## config.mk

```make
export PLATFORM = sky130hd
export DESIGN_NAME = ljc_queue
export DESIGN_NICKNAME = d
export VERILOG_FILES = /design/src/rtl/ljc_pkg.sv /design/src/rtl/ljc_queue.sv
export SDC_FILE = /design/constraint.sdc
export NUM_CORES = 1
export LEC_CHECK = 0
export BUFFER_PORTS_ARGS = -buffer_cell sky130_fd_sc_hd__buf_2
export CORE_MARGIN = 2
export CORE_UTILIZATION = 57
export CTS_CLUSTER_SIZE = 10
export DETAILED_ROUTE_END_ITERATION = 10
export GPL_ROUTABILITY_DRIVEN = 0
export GPL_TIMING_DRIVEN = 0
export MAX_ROUTING_LAYER = met4
export PLACE_DENSITY = 0.86
export SLEW_MARGIN = 20
export SYNTH_ARGS = -nofsm -noshare
export SYNTH_HDL_FRONTEND = slang
export SYNTH_SLANG_ARGS = --single-unit
```

## constraint.sdc

```tcl
create_clock -name clk -period 7.4 [get_ports clk]
set_input_delay 0.74 -clock clk [delete_from_list [all_inputs] [get_ports clk]]
set_output_delay 0.74 -clock clk [all_outputs]
set_load 0.03 [all_outputs]
```

## src/rtl/ljc_pkg.sv

```systemverilog
package ljc_pkg;

  localparam int IFRAC  = 32;
  localparam int OUT_W  = 48;
  localparam int QDEPTH = 4;

  localparam logic signed [63:0] S64_MAX = 64'sh7FFF_FFFF_FFFF_FFFF;
  localparam logic signed [64:0] SUM_MAX = 65'sh0_7FFF_FFFF_FFFF_FFFF;
  localparam logic signed [64:0] SUM_MIN = -SUM_MAX;
  localparam logic signed [63:0] SIX_ONE    = 64'sh0000_0006_0000_0000;
  localparam logic signed [63:0] TWELVE_ONE = 64'sh0000_000C_0000_0000;
  localparam logic [47:0] OUT_MAX = 48'h7FFF_FFFF_FFFF;
  localparam logic [47:0] OUT_MIN = 48'h8000_0000_0000;

  typedef enum logic [1:0] {
    ST_OK   = 2'd0,
    ST_SAT  = 2'd1,
    ST_ZERO = 2'd2
  } status_t;

  typedef logic signed [63:0] s64_t;

  typedef struct packed {
    logic zero;
    s64_t a;
    s64_t b;
    s64_t q;
  } coef_t;

  typedef struct packed {
    coef_t       c;
    logic [31:0] x;
  } in_pkt_t;

  typedef struct packed {
    logic full;
    logic empty;
  } qstat_t;

  typedef struct packed {
    logic zero;
    logic sat;
    s64_t a;
    s64_t b;
    s64_t q;
    s64_t ir;
    s64_t inv_r;
    s64_t p1;
    s64_t coul;
    s64_t b6;
    s64_t ir6;
    s64_t cir;
    s64_t ta;
    s64_t disp;
    s64_t e1;
    s64_t f1;
    s64_t energy;
    s64_t m1;
    s64_t force_v;
  } ctx_t;

  typedef struct packed {
    logic sat;
    s64_t val;
  } sres_t;

  typedef struct packed {
    logic        sat;
    logic [47:0] val;
  } ores_t;

  // Saturating add, limited to +-(2^63 - 1).
  function automatic sres_t sadd(s64_t a, s64_t b);
    logic signed [64:0] s;
    sres_t r;
    s = {a[63], a} + {b[63], b};
    if (s > SUM_MAX) begin
      r.sat = 1'b1;
      r.val = S64_MAX;
    end else if (s < SUM_MIN) begin
      r.sat = 1'b1;
      r.val = -S64_MAX;
    end else begin
      r.sat = 1'b0;
      r.val = s[63:0];
    end
    return r;
  endfunction

  // Truncate toward zero to 24 fraction bits and clamp to 48 bits.
  function automatic ores_t to_out(s64_t v);
    logic [63:0] mg;
    logic [55:0] m;
    ores_t r;
    mg = v[63] ? 64'(-v) : 64'(v);
    m = mg[63:8];
    r.sat = 1'b0;
    if (v[63]) begin
      if (m > 56'(OUT_MIN)) begin
        r.sat = 1'b1;
        r.val = OUT_MIN;
      end else begin
        r.val = 48'(~m[47:0] + 48'd1);
      end
    end else begin
      if (m > 56'(OUT_MAX)) begin
        r.sat = 1'b1;
        r.val = OUT_MAX;
      end else begin
        r.val = m[47:0];
      end
    end
    return r;
  endfunction

endpackage

```

## src/rtl/ljc_queue.sv

```systemverilog
module ljc_queue (
  input  logic             clk,
  input  logic             rst_n,
  input  logic             push,
  input  ljc_pkg::in_pkt_t din,
  input  logic             pop,
  output ljc_pkg::in_pkt_t dout,
  output ljc_pkg::qstat_t  qs
);
  import ljc_pkg::*;

  localparam int PW = $clog2(QDEPTH);

  in_pkt_t       ent_r [QDEPTH];
  logic [PW-1:0] wp_r, rp_r;
  logic [PW:0]   cnt_r, cnt_nxt;
  logic          do_push, do_pop;

  assign qs.full  = (cnt_r == (PW+1)'(QDEPTH));
  assign qs.empty = (cnt_r == '0);
  assign do_push  = push && !qs.full;
  assign do_pop   = pop && !qs.empty;
  assign dout     = ent_r[rp_r];

  always_comb begin
    cnt_nxt = cnt_r;
    if (do_push && !do_pop) begin
      cnt_nxt = cnt_r + 1'b1;
    end else if (do_pop && !do_push) begin
      cnt_nxt = cnt_r - 1'b1;
    end
  end

  always_ff @(posedge clk) begin
    if (!rst_n) begin
      wp_r  <= '0;
      rp_r  <= '0;
      cnt_r <= '0;
    end else begin
      cnt_r <= cnt_nxt;
      if (do_push) begin
        wp_r <= wp_r + 1'b1;
      end
      if (do_pop) begin
        rp_r <= rp_r + 1'b1;
      end
    end
  end

  always_ff @(posedge clk) begin
    if (do_push) begin
      ent_r[wp_r] <= din;
    end
  end
endmodule

```

==> impl_metrics.json, run 1 <==
{
  "std_cell_rows": 88,
  "crit_buf_inv": 4,
  "tightestPinTransition_ns": 0.753,
  "grt_pass1_wl_um": 114000,
  "syn_nets": 1458,
  "rr_endpoint": "ent_r[0][97]",
  "dp_hpwl_um": 47700,
  "htree_levels": 3,
  "final.setup.worst_slack_ns": 3.80,
  "cts.hold.buffers_added": 0,
  "syn_avg_cell_area_um2": 26.9,
  "num-fill-cells": 3303,
  "yosys.area.top_type_share": 0.821,
  "cts_tree": "yes",
  "vias": 15900,
  "report.final.slew_viol_count": 0,
  "synth_edf_count": 900,
  "finalCriticalPeriod_ns": 3.60,
  "coreArea_um2": 57400,
  "dr.pass1.iters": 5,
  "place_ws_ns": 4.24,
  "p_switching_w": 0.00475,
  "clkTransAtPathRegs_ns": 0.06,
  "hold_class": "in -> reg",
  "clock_path_buffers": 3,
  "portBuffers": 454,
  "worst_clock_skew_ns": 0.0257,
  "hold_depth": 1,
  "clk_latency_ns": 0.64,
  "ant_nets": 0,
  "pwr-share-comb": 0.288,
  "p_int_w": 0.0103,
  "synthTopCellsByCount": "edfxtp_1 (900), mux4_2 (225), buf_2 (25)",
  "ios": 456,
  "grt_max_degree": 48,
  "p_leak_nw": 13.2,
  "status": "finished clean",
  "relSlewSlack": 0.498,
  "viasPerCell": 6.09,
  "seqPwrFrac": 0.427,
  "fin_cells": 2612,
  "holdPathEnd": "ent_r[3][10]",
  "fin_tns_setup_ns": 0,
  "die_h_um": 244,
  "areaGrowthSynthToFinish_pct": 19.8,
  "swShare": 0.316,
  "maxCapViolations": 0,
  "crit_top_cell": "buf_2",
  "wirelength_um": 77500,
  "clock-root-buffer": "clkbuf_16",
  "grtUsageTotal": 0.271,
  "critical_path.top_delay_family": "buffers and inverters",
  "grt_pass1_vias": 17300,
  "wl_per_cell_um": 29.7,
  "drive_gt1_frac": 0.471,
  "numCtsBuffers": 101,
  "period_share": 0.487,
  "synth-main-ff-cell": "edfxtp_1",
  "crit_path_cell_trace": "buf_2 > buf_2 > buf_2 > mux4_2 > buf_2",
  "grt_antenna_before_repair": 23,
  "endpoint_kind": "output pin",
  "grt_setup_unrepaired": "no",
  "startpoint_type": "flip-flop",
  "critical_path_required_ns": 6.66,
  "clkSinkCount": 909,
  "dpl.cell_count": 2464,
  "r2r-start": "cnt_r[0]",
  "initial_utilization": 0.574,
  "setup_viol": 0,
  "synthArstFlopShare": 0,
  "reg2regPathDepth": 8,
  "synth_top_cell_by_area": "edfxtp_1",
  "totalPowerFinal_w": 0.0150,
  "cp_max_fo": 10,
  "p_per_area_nw_per_um2": 381,
  "drt_iter0_markers": 1573,
  "crit_path_top_delay_cell": "buf_2",
  "worstPathArrival_ns": 2.86,
  "die_w_um": 244,
  "die_area_um2": 59700,
  "syn_inst": 1223,
  "synth_most_common_cell": "edfxtp_1",
  "ys_top_cells_by_area": "edfxtp_1 (82%), mux4_2 (15%), buf_6 (0.62%)",
  "yosysWarnings": 0,
  "slowest_delay_ns": 0.51,
  "synth-seq-cells": 909,
  "yosysUniqueCellTypes": 23,
  "final-hold-violation-count": 0,
  "fmax_mhz": 278,
  "cts_resized": 0,
  "ys_seq_area_frac": 0.826,
  "irDropWorstVdd_mv": 0.391,
  "grt-ovfl-total": 0,
  "postCtsSetupRepairBufs": 0,
  "layout.nets": 2037,
  "drc": 0,
  "reg2reg_slack_ns": 4.43,
  "hp-start": "din[10]",
  "syn-cell-area_um2": 32900,
  "power_frac_clock": 0.285,
  "path_class": "reg -> out"
}
## flip-flops by register name, summed over array words and instances, names as in the netlist, named ones only
register and cells:
wp_r 2, cnt_r 3, ent_r 900, rp_r 2
## worst max-delay path by stage
| stage | startpoint | endpoint | slack (ns) | cells past startpoint |
|---|---|---|---|---|
| 4_1_cts | flip-flop | dout[138] | 3.71 | 5 |
| 6_report | flip-flop | dout[120] | 3.80 | 5 |
| 2_1_floorplan | push | ent_r[2][0] | 0.54 | 3 |
| 3_3_place_gp | push | ent_r[1][93] | -3.50 | 4 |
| 5_1_grt | flip-flop | dout[120] | 3.71 | 5 |
| 3_5_place_dp | push | ent_r[0][91] | 4.24 | 8 |
## logic make-up (layout without fill, tap and decap cells)
family          Yosys count  in the layout  synth area share
flops                   909            909             0.826
xor+xnor                  4              4           0.00106
mux                     228            228             0.155
fa+ha+maj                 6              6           0.00251
simple gates             17             17           0.00293
buf+inv                  55            653            0.0113
compound gates            4              4          0.000874
other cells               0             26                 0
## routing by layer
metal,up-vias,track usage,wire length [µm]
li1,6482,-,-
met1,8360,0.318,26100
met2,916,0.456,41800
met3,145,0.0722,7200
met4,0,0.0985,2340
met5,-,-,0
## power groups by stage
stage                     Clock (W)  Combinational, W  Sequential [W]
after global placement            0           0.00414         0.00666
final                       0.00429           0.00433         0.00641
after global routing        0.00453           0.00453         0.00644
after CTS                   0.00436           0.00438         0.00641
after detailed placement          0           0.00432         0.00649
after floorplan                   0           0.00299         0.00655
## cell type report
cell class                      instances  area (µm²)  area share
Clock buffer                          114        2600      0.0659
Multi-Input combinational cell        259        5350       0.136
Sequential cell                       909       27200       0.690
Timing Repair Buffer                  476        2780      0.0705
Tap cell                              765         957      0.0243
Inverter                                3        11.3    0.000286
Clock inverter                          8         113     0.00286
Buffer                                 52         362     0.00917
Antenna cell                           26        65.1     0.00165
## metrics by stage
stage                util  instance area (µm²)  hold WS (ns)
CTS                 0.686                39400         0.276
finish              0.688                39400         0.311
floorplan               -                32900         0.468
global placement    0.630                36100         0.480
detailed placement  0.639                36700         0.510
global route        0.687                39400         0.289
## cell usage in the layout (no fill, tap or decap), types with 2 or more instances in the layout
master	count
dfxtp_1	9
buf_16	9
clkinv_8	2
xnor2_1	3
and2_1	4
buf_2	479
ha_1	5
clkbuf_16	102
mux2i_1	3
buf_6	18
mux4_2	225
inv_6	2
edfxtp_1	900
diode_2	26
nor2b_1	2
buf_12	13
clkbuf_1	20
and2_4	4
nand2_1	4
inv_1	3
## worst register-to-register path, stage by stage, from the launching register on
cell and delay, ns:
dfxtp_1 0.49, nor3b_1 0.13, nor2b_1 0.13, clkbuf_1 0.32, and2_4 0.48, buf_12 0.25, buf_12 0.24, buf_16 0.30
buf_12 0.28
No activity file was read; power rests on OpenSTA's default activity.
==> run 2: changes to the inputs <==
Clock period 7.4 ns to 3.7 ns, I/O delays scaled along.
==> run 2 against run 1 <==
  * Register-to-register slack lost 3.7 ns
  * Cell count grew 8.0%
  * Wire length grew 8.0%
  * Clock-buffer cell count is the same
  * Sequential share of layout area shrank 3.8 points
  * Critical path type unchanged
  * Worst setup slack lost 3.2 ns
  * Via count grew 7.3%
  * Hold slack lost 0.15 ns
==> impl_metrics.json, run 2 (synthesized netlist as in run 1, its figures left out) <==
{
  "ant_nets": 0,
  "grt_pass1_vias": 18500,
  "viasPerCell": 6.05,
  "totalPowerFinal_w": 0.0306,
  "top_regs": "ent_r (900), cnt_r (3)",
  "clkTransAtPathRegs_ns": 0.05,
  "clock_path_buffers": 3,
  "finalCriticalPeriod_ns": 3.14,
  "htree_levels": 3,
  "portBuffers": 454,
  "dp_hpwl_um": 46400,
  "setup_viol": 0,
  "crit_path_cell_trace": "buf_2 > buf_2 > buf_2 > mux4_2 > buf_2",
  "path_class": "reg -> out",
  "startpoint_type": "flip-flop",
  "grt-ovfl-total": 0,
  "relSlewSlack": 0.487,
  "p_per_area_nw_per_um2": 734,
  "reg2regPathDepth": 7,
  "worstPathArrival_ns": 2.77,
  "clkSinkCount": 909,
  "hp-start": "rst_n",
  "whs_ns": 0.165,
  "p_leak_nw": 14.2,
  "final-hold-violation-count": 0,
  "irDropWorstVdd_mv": 0.637,
  "reg2reg_slack_ns": 0.75,
  "worst_clock_skew_ns": 0.0242,
  "grt_pass1_wl_um": 123000,
  "grt_antenna_before_repair": 10,
  "top_register": "ent_r",
  "areaGrowthSynthToFinish_pct": 26.8,
  "layout.nets": 2260,
  "grt_max_degree": 48,
  "status": "finished clean",
  "slowest_delay_ns": 0.47,
  "cts_tree": "yes",
  "clk_latency_ns": 0.64,
  "crit_top_cell": "buf_2",
  "die_area_um2": 59700,
  "final_cell_mix": "edfxtp_1 (900), buf_2 (479), mux4_2 (225), dlygate4sd3_1 (225), clkbuf_16 (103)",
  "largest_reg_flops": 900,
  "r2r-start": "cnt_r[0]",
  "coreArea_um2": 57400,
  "numCtsBuffers": 101,
  "num-fill-cells": 3019,
  "critical_path_required_ns": 3.33,
  "cts_resized": 0,
  "die_h_um": 244,
  "wl_per_cell_um": 29.6,
  "hold_depth": 2,
  "drt_iter0_markers": 1752,
  "drive_gt1_frac": 0.419,
  "holdPathEnd": "cnt_r[1]",
  "final_common_cell": "edfxtp_1",
  "ios": 456,
  "rr_endpoint": "ent_r[3][201]",
  "maxCapViolations": 0,
  "crit_path_top_delay_cell": "mux4_2",
  "wirelength_um": 83700,
  "dr.pass1.iters": 5,
  "place_ws_ns": 0.777,
  "hold_class": "in -> reg",
  "fmax_mhz": 318,
  "grtUsageTotal": 0.294,
  "std_cell_rows": 88,
  "endpoint_kind": "output pin",
  "vias": 17100,
  "period_share": 0.850,
  "cp_max_fo": 10,
  "clock-root-buffer": "clkbuf_16",
  "drc": 0,
  "grt_setup_unrepaired": "no",
  "tightestPinTransition_ns": 0.769,
  "initial_utilization": 0.574,
  "report.final.slew_viol_count": 0,
  "final.setup.worst_slack_ns": 0.555,
  "die_w_um": 244
}
## run 2: cell count changes in the layout (fill, tap and decap cells not counted), moves of 2 or more
cell / change
clkinv_8: -2
clkbuf_1: -2
dlygate4sd3_1: +225
inv_16: +3
buf_16: +10
diode_2: -12
buf_12: -12
## run 2: how the worst max path moves through the flow
stage          cells after the start            end
2_1_floorplan                      4    ent_r[0][0]
3_3_place_gp                       4  ent_r[1][204]
3_5_place_dp                       7  ent_r[2][202]
4_1_cts                            5      dout[100]
5_1_grt                            5      dout[100]
6_report                           5      dout[100]
## run 2: cell type report
class                      instances  area, µm²  share of cell area
antenna                           14       35.0            0.000839
buffer                            52        362             0.00866
clock buffer                     114       2630              0.0630
clock inverter                     7        123             0.00294
inverter                           3       11.3            0.000270
multi-input combinational        259       5350               0.128
sequential                       909      27200               0.652
tap                              765        957              0.0229
timing repair buffer             699       5070               0.121
## run 2: critical path: cells and delay by family (launching register included)
| family | cells | cell delay (ns) |
|---|---|---|
| buf+inv | 4 | 1.36 |
| flops | 1 | 0.30 |
| mux | 1 | 0.47 |
## run 2: power by group
part	internal [W]	leakage, nW	switching, W
sequential	0.0125	8.32	0.000342
combinational	0.00331	4.53	0.00564
clock	0.00504	1.35	0.00379
total	0.0209	14.2	0.00977
## run 2: through the flow
| step | area, µm² | TNS [ns] | instances | util |
|---|---|---|---|---|
| floorplan | 32900 | -485.48 | 1223 | - |
| global placement | 36200 | -2276.83 | 2442 | 0.630 |
| detailed placement | 36700 | 0 | 2462 | 0.640 |
| CTS | 41700 | 0 | 2808 | 0.727 |
| global route | 41700 | 0 | 2818 | 0.727 |
| finish | 41700 | 0 | 2822 | 0.728 |
## run 2: what timing repair did
action | in CTS | in global routing
buffers inserted | 0 | 0
endpoints found under the hold margin | 900 | 0
hold buffers | 225 | 0
## run 2: layer usage
layer,wire (µm),track usage
met3,7460,0.0621
met1,28500,0.349
met4,2270,0.0898
met5,0,-
met2,45400,0.510
