File: src/rtl/ljc_pkg.sv
package ljc_pkg;

  localparam int IFRAC  = 32;
  localparam int OUT_W  = 48;
  localparam int QDEPTH = 4;

  localparam logic signed [63:0] S64_MAX = 64'sh7FFF_FFFF_FFFF_FFFF;
  localparam logic signed [64:0] SUM_MAX = 65'sh0_7FFF_FFFF_FFFF_FFFF;
  localparam logic signed [64:0] SUM_MIN = -SUM_MAX;
  localparam logic signed [63:0] SIX_ONE    = 64'sh0000_0006_0000_0000;
  localparam logic signed [63:0] TWELVE_ONE = 64'sh0000_000C_0000_0000;
  localparam logic [47:0] OUT_MAX = 48'h7FFF_FFFF_FFFF;
  localparam logic [47:0] OUT_MIN = 48'h8000_0000_0000;

  typedef enum logic [1:0] {
    ST_OK   = 2'd0,
    ST_SAT  = 2'd1,
    ST_ZERO = 2'd2
  } status_t;

  typedef logic signed [63:0] s64_t;

  typedef struct packed {
    logic zero;
    s64_t a;
    s64_t b;
    s64_t q;
  } coef_t;

  typedef struct packed {
    coef_t       c;
    logic [31:0] x;
  } in_pkt_t;

  typedef struct packed {
    logic full;
    logic empty;
  } qstat_t;

  typedef struct packed {
    logic zero;
    logic sat;
    s64_t a;
    s64_t b;
    s64_t q;
    s64_t ir;
    s64_t inv_r;
    s64_t p1;
    s64_t coul;
    s64_t b6;
    s64_t ir6;
    s64_t cir;
    s64_t ta;
    s64_t disp;
    s64_t e1;
    s64_t f1;
    s64_t energy;
    s64_t m1;
    s64_t force_v;
  } ctx_t;

  typedef struct packed {
    logic sat;
    s64_t val;
  } sres_t;

  typedef struct packed {
    logic        sat;
    logic [47:0] val;
  } ores_t;

  // Saturating add, limited to +-(2^63 - 1).
  function automatic sres_t sadd(s64_t a, s64_t b);
    logic signed [64:0] s;
    sres_t r;
    s = {a[63], a} + {b[63], b};
    if (s > SUM_MAX) begin
      r.sat = 1'b1;
      r.val = S64_MAX;
    end else if (s < SUM_MIN) begin
      r.sat = 1'b1;
      r.val = -S64_MAX;
    end else begin
      r.sat = 1'b0;
      r.val = s[63:0];
    end
    return r;
  endfunction

  // Truncate toward zero to 24 fraction bits and clamp to 48 bits.
  function automatic ores_t to_out(s64_t v);
    logic [63:0] mg;
    logic [55:0] m;
    ores_t r;
    mg = v[63] ? 64'(-v) : 64'(v);
    m = mg[63:8];
    r.sat = 1'b0;
    if (v[63]) begin
      if (m > 56'(OUT_MIN)) begin
        r.sat = 1'b1;
        r.val = OUT_MIN;
      end else begin
        r.val = 48'(~m[47:0] + 48'd1);
      end
    end else begin
      if (m > 56'(OUT_MAX)) begin
        r.sat = 1'b1;
        r.val = OUT_MAX;
      end else begin
        r.val = m[47:0];
      end
    end
    return r;
  endfunction

endpackage

File: src/rtl/ljc_if.sv
interface ljc_in_if;
  logic               valid;
  logic               ready;
  logic        [31:0] dist_sq;
  logic signed [31:0] repulsion_coef;
  logic signed [31:0] dispersion_coef;
  logic signed [31:0] charge_product;

  modport source (output valid, dist_sq, repulsion_coef, dispersion_coef, charge_product,
                  input ready);
  modport sink (input valid, dist_sq, repulsion_coef, dispersion_coef, charge_product,
                output ready);
endinterface


File: src/rtl/ljc_front.sv
module ljc_front #(
  parameter int FRAC_BITS = 16
) (
  input  logic             clk,
  input  logic             rst_n,
  ljc_in_if.sink           in_ch,
  input  ljc_pkg::qstat_t  qs,
  output logic             push,
  output ljc_pkg::in_pkt_t pkt
);
  import ljc_pkg::*;

  localparam int SH = IFRAC - FRAC_BITS;

  logic    fv_r, fv_nxt, acc;
  in_pkt_t pk_r;

  assign in_ch.ready = !fv_r || !qs.full;
  assign acc  = in_ch.valid && in_ch.ready;
  assign push = fv_r && !qs.full;
  assign pkt  = pk_r;

  always_comb begin
    fv_nxt = fv_r;
    if (acc) begin
      fv_nxt = 1'b1;
    end else if (push) begin
      fv_nxt = 1'b0;
    end
  end

  always_ff @(posedge clk) begin
    if (!rst_n) begin
      fv_r <= 1'b0;
    end else begin
      fv_r <= fv_nxt;
    end
  end

  // Classify zero distance and widen coefficients to 32 fraction bits.
  always_ff @(posedge clk) begin
    if (acc) begin
      pk_r.x      <= in_ch.dist_sq;
      pk_r.c.zero <= (in_ch.dist_sq == 32'd0);
      pk_r.c.a    <= 64'(in_ch.repulsion_coef) <<< SH;
      pk_r.c.b    <= 64'(in_ch.dispersion_coef) <<< SH;
      pk_r.c.q    <= 64'(in_ch.charge_product) <<< SH;
    end
  end
endmodule

File: src/flat_wrapper.sv
// flat-port wrapper written by rule: the top's interface ports become plain ports
module ljc_front_flat import ljc_pkg::*;
#(
  parameter int FRAC_BITS = 16
)
  (clk, rst_n, qs, push, pkt, in_ch_valid, in_ch_dist_sq, in_ch_repulsion_coef, in_ch_dispersion_coef, in_ch_charge_product, in_ch_ready);
  ljc_in_if in_ch_i ();
  input  logic clk;
  input  logic rst_n;
  input  ljc_pkg::qstat_t qs;
  output logic push;
  output ljc_pkg::in_pkt_t pkt;
  input wire logic [$bits(in_ch_i.valid)-1:0] in_ch_valid;
  input wire logic [$bits(in_ch_i.dist_sq)-1:0] in_ch_dist_sq;
  input wire logic [$bits(in_ch_i.repulsion_coef)-1:0] in_ch_repulsion_coef;
  input wire logic [$bits(in_ch_i.dispersion_coef)-1:0] in_ch_dispersion_coef;
  input wire logic [$bits(in_ch_i.charge_product)-1:0] in_ch_charge_product;
  output wire logic [$bits(in_ch_i.ready)-1:0] in_ch_ready;
  assign in_ch_i.valid = in_ch_valid;
  assign in_ch_i.dist_sq = in_ch_dist_sq;
  assign in_ch_i.repulsion_coef = in_ch_repulsion_coef;
  assign in_ch_i.dispersion_coef = in_ch_dispersion_coef;
  assign in_ch_i.charge_product = in_ch_charge_product;
  assign in_ch_ready = in_ch_i.ready;
  ljc_front #(.FRAC_BITS(FRAC_BITS)) u_core (.clk(clk), .rst_n(rst_n), .in_ch(in_ch_i), .qs(qs), .push(push), .pkt(pkt));
endmodule
File: config.mk
export PLATFORM = sky130hd
export DESIGN_NAME = ljc_front_flat
export DESIGN_NICKNAME = d
export VERILOG_FILES = /design/src/rtl/ljc_pkg.sv /design/src/rtl/ljc_if.sv /design/src/rtl/ljc_front.sv /design/src/flat_wrapper.sv
export SDC_FILE = /design/constraint.sdc
export NUM_CORES = 1
export LEC_CHECK = 0
export BUFFER_PORTS_ARGS = -buffer_cell sky130_fd_sc_hd__buf_4
export CORE_AREA = 5 5 135 137
export DETAILED_ROUTE_END_ITERATION = 8
export DIE_AREA = 0 0 140 142
export PLACE_DENSITY = 0.71
export SYNTH_ARGS = -nofsm -noshare
export SYNTH_HDL_FRONTEND = slang
export SYNTH_SLANG_ARGS = --single-unit
File: constraint.sdc
create_clock -name clk -period 7.3 [get_ports clk]
set_input_delay 0 -clock clk [delete_from_list [all_inputs] [get_ports clk]]
set_output_delay 0 -clock clk [all_outputs]
set_load 0.05 [all_outputs]
==> summary.md, run 1 <==
| Metric | Value |
|---|---|
| Outcome | completed |
| Max Freq | between 0.4 and 0.5 GHz |
| Iter 0 DRT Violations | 102 |
| Critical path endpoint category | register |
| Worst slew pin tran | between 1 and 1.5 ns |
| Crit Reg-Reg Endpoint | u_core.pkt[20] |
| H-Tree Depth | 4 |
| DRC viols | 0 |
| Gate Count Post-Synth | roughly 240 |
| VDD IR max | 0.169 mV |
| CTS tree | yes |
| Ports | between 300 and 400 |
| Worst EP required | about 7.3 ns |
| Reg2Reg Depth | 3 |
| Crit. Startpoint | u_core.fv_r |
| Unrepaired setup endpoints after global routing | false |
| Clock sink count | 130 |
| Hpwl dp | 10.3 mm |
| # nets final | between 700 and 800 |
| Fin area | approximately 8700 um2 |
| PD cells | 253 nW/um2 |
| Total of max-cap violations | 0 |
| Buffers on Ports | between 300 and 400 |
| CTS clk-pin slew, worst paths | 0.07 ns |
| Final Util | about half |
| First-pass GRT wire length | roughly 22 mm |
| Synth Warn # | 0 |
| Worst reg2reg path startpoint | u_core.fv_r |
| Post-Route WL | ~15 mm |
| Number of diodes | 0 |
| Setup-failing EPs final | 0 |
| CTS resizes | 0 |
| CP Launch Type | register |
| Power consumption | about 2.2 mW |
| Drt pass-1 iters | 4 |
| Die area | 19900 um2 |
| Final Skew | about 0.014 ns |
| Kind of critical path | reg -> reg |
| Crit path time final | roughly 2.4 ns |
| R2R Setup Slk | 4.90 ns |
| Leakage | between 3 and 4 nW |
| Initial core utilization | 27.9% |
| Cell row count | 48 |
| TritonCTS Buffers | 17 |
| Vias/cell | between 3 and 4 |
| Root Driver | clkbuf_16 |
| Final Wtd Congestion | 0.772 |
| Tcrit/Tclk final | between 30% and 40% |
| Vias in the first global route | around 3800 |
| Synthesized area per cell | between 15 and 20 um2 |
| Largest net degree at the start of global routing | between 70 and 80 |
| Area Growth Syn to Fin | 83.7% |
| Register area share after synthesis | between 80% and 90% |
| Post-route setup TNS | 0 ns |
| Seq cells post-synth | 130 |
| Final ANT Viol Nets | 0 |
| Slew headroom | 32.7% |
| Post-Syn Area | 4720 um2 |
| Placed standard-cell area | 6790 um2 |
| Initial antenna violation count | 0 |
| Commonest cells after routing, fill and taps aside | buf_4 (311), dlygate4sd3_1 (130), edfxtp_1 (129), conb_1 (48), clkbuf_16 (17) |
| HP Class | in -> reg |
| Hold Path End | u_core.pkt[133] |
| Final hold vios | 0 |
| Clock buffer depth | 2 |
| Worst Path Max Fanout | 78 |
| Worst hold path depth | 2 |
| Crit path DAT | about 2.4 ns |
| Die W | ~140 um |
| Wire per inst | roughly 17 um |
| Hold slack final | 0.278 ns |
| Most common cell after layout, fill and taps aside | buf_4 |
| DIE HEIGHT | approximately 140 um |
| Core area | between 15000 and 20000 um2 |
| Fin. max-slew vios | 0 |
| Distinct cells, synth | 12 |
| Total congestion overflow | 0 |
| Setup Fix Bufs, Post-CTS | 0 |
| Min-delay src | in_ch_valid |
| Share of layout cells above drive strength 1 | between 50% and 60% |
| Detailed-route via count | between 3000 and 4000 |
| Clock latency on the worst-skew pair | just over 0.4 ns |
| Total track usage | 14.4% |
through the flow:
step,instances,setup slack [ns]
2_1_floorplan,290,3.09
3_3_place_gp,730,5.05
3_5_place_dp,730,4.95
4_1_cts,892,4.93
5_1_grt,892,4.78
6_report,892,4.90
repair_timing:
item / CTS / global route
hold endpoints to repair: 130 / 0
hold buffers: 130 / 0
setup endpoints to repair: 0 / 0
worst max path at each step:
| stage | end | cells past startpoint | slack [ns] |
|---|---|---|---|
| 2_1_floorplan | u_core.pkt[0] | 2 | 3.09 |
| 3_3_place_gp | u_core.pkt[131] | 3 | 5.05 |
| 3_5_place_dp | u_core.pkt[19] | 3 | 4.95 |
| 4_1_cts | u_core.pkt[16] | 3 | 4.93 |
| 5_1_grt | u_core.pkt[20] | 3 | 4.78 |
| 6_report | u_core.pkt[20] | 3 | 4.90 |
flip-flops by register name, indices dropped and copies added, names as in the netlist:
signal       cells
u_core.pkt     129
u_core.fv_r      1
report_power, final:
part	total, mW	switching, mW	leakage (nW)	internal, mW
combinational	0.487	0.328	2.21	0.160
sequential	0.892	0.0173	1.26	0.874
clock	0.818	0.339	0.268	0.479
Yosys cell counts:
library cell	n	area share (%)
nor2_1	1	0.079
dfxtp_1	1	0.42
conb_1	1	0.079
nor4_2	1	0.27
nor4_1	7	0.93
nand2_1	1	0.079
buf_4	96	15
nor2b_1	2	0.27
and2_1	1	0.13
edfxtp_1	129	82
nand4_1	2	0.27
a21oi_1	1	0.11
routing by layer:
metal | track usage (%) | part of all wire, % | up-vias
met3 | 7.49 | 12 | 18
met1 | 14.4 | 34 | 1677
met5 | 0 | 0 | -
li1 | - | - | 1575
met4 | 5.97 | 2.0 | 0
met2 | 25.3 | 52 | 232
layout make-up:
cell class	instances	area (um2)
clock buffers	18	429
fillers	1366	8270
repair buffers	441	3640
clock inverters	14	144
well taps	225	282
multi-input cells	64	283
flip-flops and latches	130	3890
kinds of logic (layout without fill, tap and decap cells):
logic type,after synthesis,in the layout,synth area share (%)
flip-flops,130,130,82.5
AO/OA/AOI/OAI,1,1,0.106
buffers and inverters,96,473,15.3
other,1,48,0.0795
AND/OR/NAND/NOR,15,15,2.02
worst max-delay path, stage by stage (launching register included):
cell,delay [ns]
dfxtp_1,0.34
nand2_1,0.10
and2_4,0.59
buf_4,0.85
No activity file was read; power rests on OpenSTA's default activity.
==> run 2, diff against run 1 <==
--- a/config.mk
+++ b/config.mk
@@ -5,11 +5,12 @@
 export SDC_FILE = /design/constraint.sdc
 export NUM_CORES = 1
 export LEC_CHECK = 0
+export ABC_AREA = 1
 export BUFFER_PORTS_ARGS = -buffer_cell sky130_fd_sc_hd__buf_4
-export CORE_AREA = 5 5 135 137
+export CORE_AREA = 5 5 137 139
 export DETAILED_ROUTE_END_ITERATION = 8
-export DIE_AREA = 0 0 140 142
-export PLACE_DENSITY = 0.71
+export DIE_AREA = 0 0 142 144
+export PLACE_DENSITY = 0.7
 export SYNTH_ARGS = -nofsm -noshare
 export SYNTH_HDL_FRONTEND = slang
 export SYNTH_SLANG_ARGS = --single-unit
==> constraint.sdc (replaced) <==
create_clock -name clk -period 2.3 [get_ports clk]
set_input_delay 0 -clock clk [delete_from_list [all_inputs] [get_ports clk]]
set_output_delay 0 -clock clk [all_outputs]
set_load 0.05 [all_outputs]
==> run 2 against run 1 <==
Effect of this change: sequential share of layout area fell by 0.84 points; via count increased by 1.1%; flip-flop and latch count stayed put; utilization shrank 0.78 points; largest cell class unchanged.
==> summary.md, run 2 <==
| Metric | Value |
|---|---|
| Outcome | completed |
| Wire per inst | 16.3 um (-2.8%) |
| Psw | 2.14 mW (+210%) |
| Final non-filler cell total | 921 (+3.3%) |
| Initial antenna violation count | 1 (+1) |
| Drt pass-1 iters | 4 (unchanged) |
| Leakage | 3.83 nW (+2.6%) |
| Die W | 142 um (+1.4%) |
| Final Skew | 0.0113 ns (-0.00225 ns) |
| Total congestion overflow | 0 (unchanged) |
| Core area | 17500 um2 (+3.5%) |
| Async S/R FF share, synth | 0% (unchanged) |
| Detailed-route via count | 3542 (+1.1%) |
| Flop pwr share | 38.9% (-1.7 points) |
| Area Growth Syn to Fin | 85.5% |
| Clock sink count | 130 (unchanged) |
| Worst Path Max Fanout | 54 (-31%) |
| Setup Fix Bufs, Post-CTS | 0 (unchanged) |
| CP Cell Sequence | a21oi_4 -> buf_12 |
| Dpl cells | 758 (+3.8%) |
| Tcrit/Tclk final | 67.6% (+35 points) |
| Crit path DAT | 1.63 ns (-0.80 ns) |
| Number of synthesized flops with an enable pin | 129 (unchanged) |
| First-pass GRT wire length | 21.5 mm (-0.35%) |
| Most frequent cells after synthesis | edfxtp_1 (129), buf_4 (96), nor2_1 (22) |
| Most common cell after layout, fill and taps aside | buf_4 |
| Post-Syn Area | 4760 um2 (+0.93%) |
| Largest net degree at the start of global routing | 55 (-30%) |
| Fin. max-slew vios | 0 (unchanged) |
| Clock power share | 39.6% (+2.4 points) |
| Final Wtd Congestion | 0.775 (+0.36%) |
| Largest area contributor in the netlist | edfxtp_1 |
| Placement Setup Slack | 0.780 ns (-4.17 ns) |
| Ports | 360 (unchanged) |
| H-Tree Depth | 4 (unchanged) |
| Slowest stage cell on the critical path | a21oi_4 |
| Clock latency on the worst-skew pair | 0.41 ns (about the same) |
| Vias in the first global route | 3805 (unchanged) |
| Max reg flops | 129 (unchanged) |
| Register area share after synthesis | 81.8% (-0.76 points) |
| Total of max-cap violations | 0 (unchanged) |
| TritonCTS Buffers | 17 (unchanged) |
| Sw Share | 29.5% (-1.7 points) |
| Commonest cells after routing, fill and taps aside | buf_4 (312), dlygate4sd3_1 (130), edfxtp_1 (129), conb_1 (48), nor2_1 (22) |
| Cell with the most instances after synthesis | edfxtp_1 |
| HP Class | in -> reg |
| Mux contribution to synthesized area | 0% (unchanged) |
| Hpwl dp | 10.3 mm (+0.91%) |
| Buffers on Ports | 310 (unchanged) |
| Synthesized area per cell | 18.0 um2 (-7.1%) |
| Worst setup slack after layout | 0.745 ns (-4.15 ns) |
| Adder-Cell Fraction of Synth Area | 0% (unchanged) |
| Post-synth top area share | 81.3% (-0.75 points) |
| Post-route setup TNS | 0 ns (unchanged) |
| WP buf/inv | 1 (unchanged) |
| Pint | 5.13 mW (+240%) |
| Max Freq | 0.643 GHz (+54%) |
| CP Launch Type | register |
| Most used DFF post-synth | edfxtp_1 |
| Distinct cells, synth | 9 (-3) |
| Synth area leaders | edfxtp_1 (81%), buf_4 (15%), nor2_1 (1.7%) |
| Post-synthesis simple-gate area fraction | 2.60% (+0.59 points) |
| Kind of critical path | reg -> reg |
| Share of layout cells above drive strength 1 | 50.2% (-1.4 points) |
| Worst EP required | 2.38 ns (-4.95 ns) |
| CTS resizes | 0 (unchanged) |
| Iter 0 DRT Violations | 107 (+4.9%) |
| Slew headroom | 61.9% (+29 points) |
| PD cells | 823 nW/um2 (+220%) |
| Final hold vios | 0 (unchanged) |
| Worst slew pin tran | 0.570 ns (-0.440 ns) |
| Crit path time final | 1.56 ns (-0.847 ns) |
| Die area | 20400 um2 (+2.9%) |
| Worst path max stage delay | 0.49 ns (-0.36 ns) |
| Initial core utilization | 27.2% (-0.70 points) |
| Hold slack final | 0.0283 ns (-0.249 ns) |
| DIE HEIGHT | 144 um (+1.4%) |
| Total track usage | 14.2% (-0.24 points) |
| Compound-cell area share of the yosys netlist | 0.263% (+0.16 points) |
| Vias/cell | 3.85 (-2.0%) |
| Delay-heaviest family, CP | compound AO/OA/AOI/OAI gates |
| CTS clk-pin slew, worst paths | 0.06 ns (about the same) |
| Gate Count Post-Synth | 264 (+8.6%) |
| Synth Warn # | 0 (unchanged) |
| Largest family of logic cells by synthesized area | buffers and inverters |
| # nets final | 811 (+3.0%) |
| VDD IR max | 0.553 mV (+230%) |
| Post-Route WL | 15.0 mm (+0.35%) |
| CTS tree | yes |
| Clock buffer depth | 2 (unchanged) |
| Power consumption | 7.27 mW (+230%) |
| Unrepaired setup endpoints after global routing | false |
| Final ANT Viol Nets | 0 (unchanged) |
| Post-Synth XOR/XNOR Area | 0% (unchanged) |
| Root Driver | clkbuf_16 |
| DRC viols | 0 (unchanged) |
| Comb pwr share | 21.6% (-0.6 points) |
| Seq cells post-synth | 130 (unchanged) |
| Setup-failing EPs final | 0 (unchanged) |
| Critical path endpoint category | register |
| Cell row count | 49 (+2.1%) |
run 2: through the flow:
step	area [um2]	util (%)
after floorplan	4950	-
after global placement	6900	39.3
after detailed placement	6900	39.3
after CTS	8830	50.4
after global routing	8840	50.4
final	8840	50.4
run 2: worst paths after layout:
path | from | end | slack [ns] | depth (start not counted)
setup / recovery | u_core.fv_r | u_core.pkt[178] | 0.74 | 2
hold / removal | qs[1] | u_core.pkt[128] | 0.03 | 2
setup reg to reg | u_core.fv_r | u_core.pkt[178] | 0.74 | 2
hold reg to reg | u_core.fv_r | u_core.pkt[128] | 0.72 | 1
run 2: final cells by class:
cell class,count,area (um2)
Clock buffer,18,429
Clock inverter,14,204
Inverter,2,7.51
Tap cell,229,287
Sequential cell,130,3890
Timing Repair Buffer,444,3680
Multi-Input combinational cell,83,328
Antenna cell,1,2.50
Fill cell,1427,8700
run 2: cell families (layout without fill, tap and decap cells):
family,Yosys count,count (layout)
buffers and inverters,98,478
other,1,49
AND/OR/NAND/NOR,33,33
flip-flops,130,130
AO/OA/AOI/OAI,2,2
run 2: routing by layer:
layer | GRT usage (%) | up-vias | wire length [um]
li1 | - | 1623 | -
met4 | 5.91 | 0 | 329
met3 | 6.81 | 22 | 1880
met2 | 25.3 | 240 | 7980
met5 | 0 | - | 0
met1 | 14.1 | 1657 | 4820
run 2: power groups by stage:
stage | logic (mW) | registers (mW) | clock network [mW]
finish | 1.57 | 2.83 | 2.88
global route | 1.62 | 2.84 | 3.06
CTS | 1.56 | 2.83 | 2.94
detailed placement | 1.38 | 2.88 | 0
global placement | 1.37 | 2.87 | 0
floorplan | 0.531 | 3.35 | 0
run 2: what timing repair did:
action                                 CTS  global route
endpoints found under the hold margin  129             0
hold buffers                           130             0
setup endpoints to repair                0             0
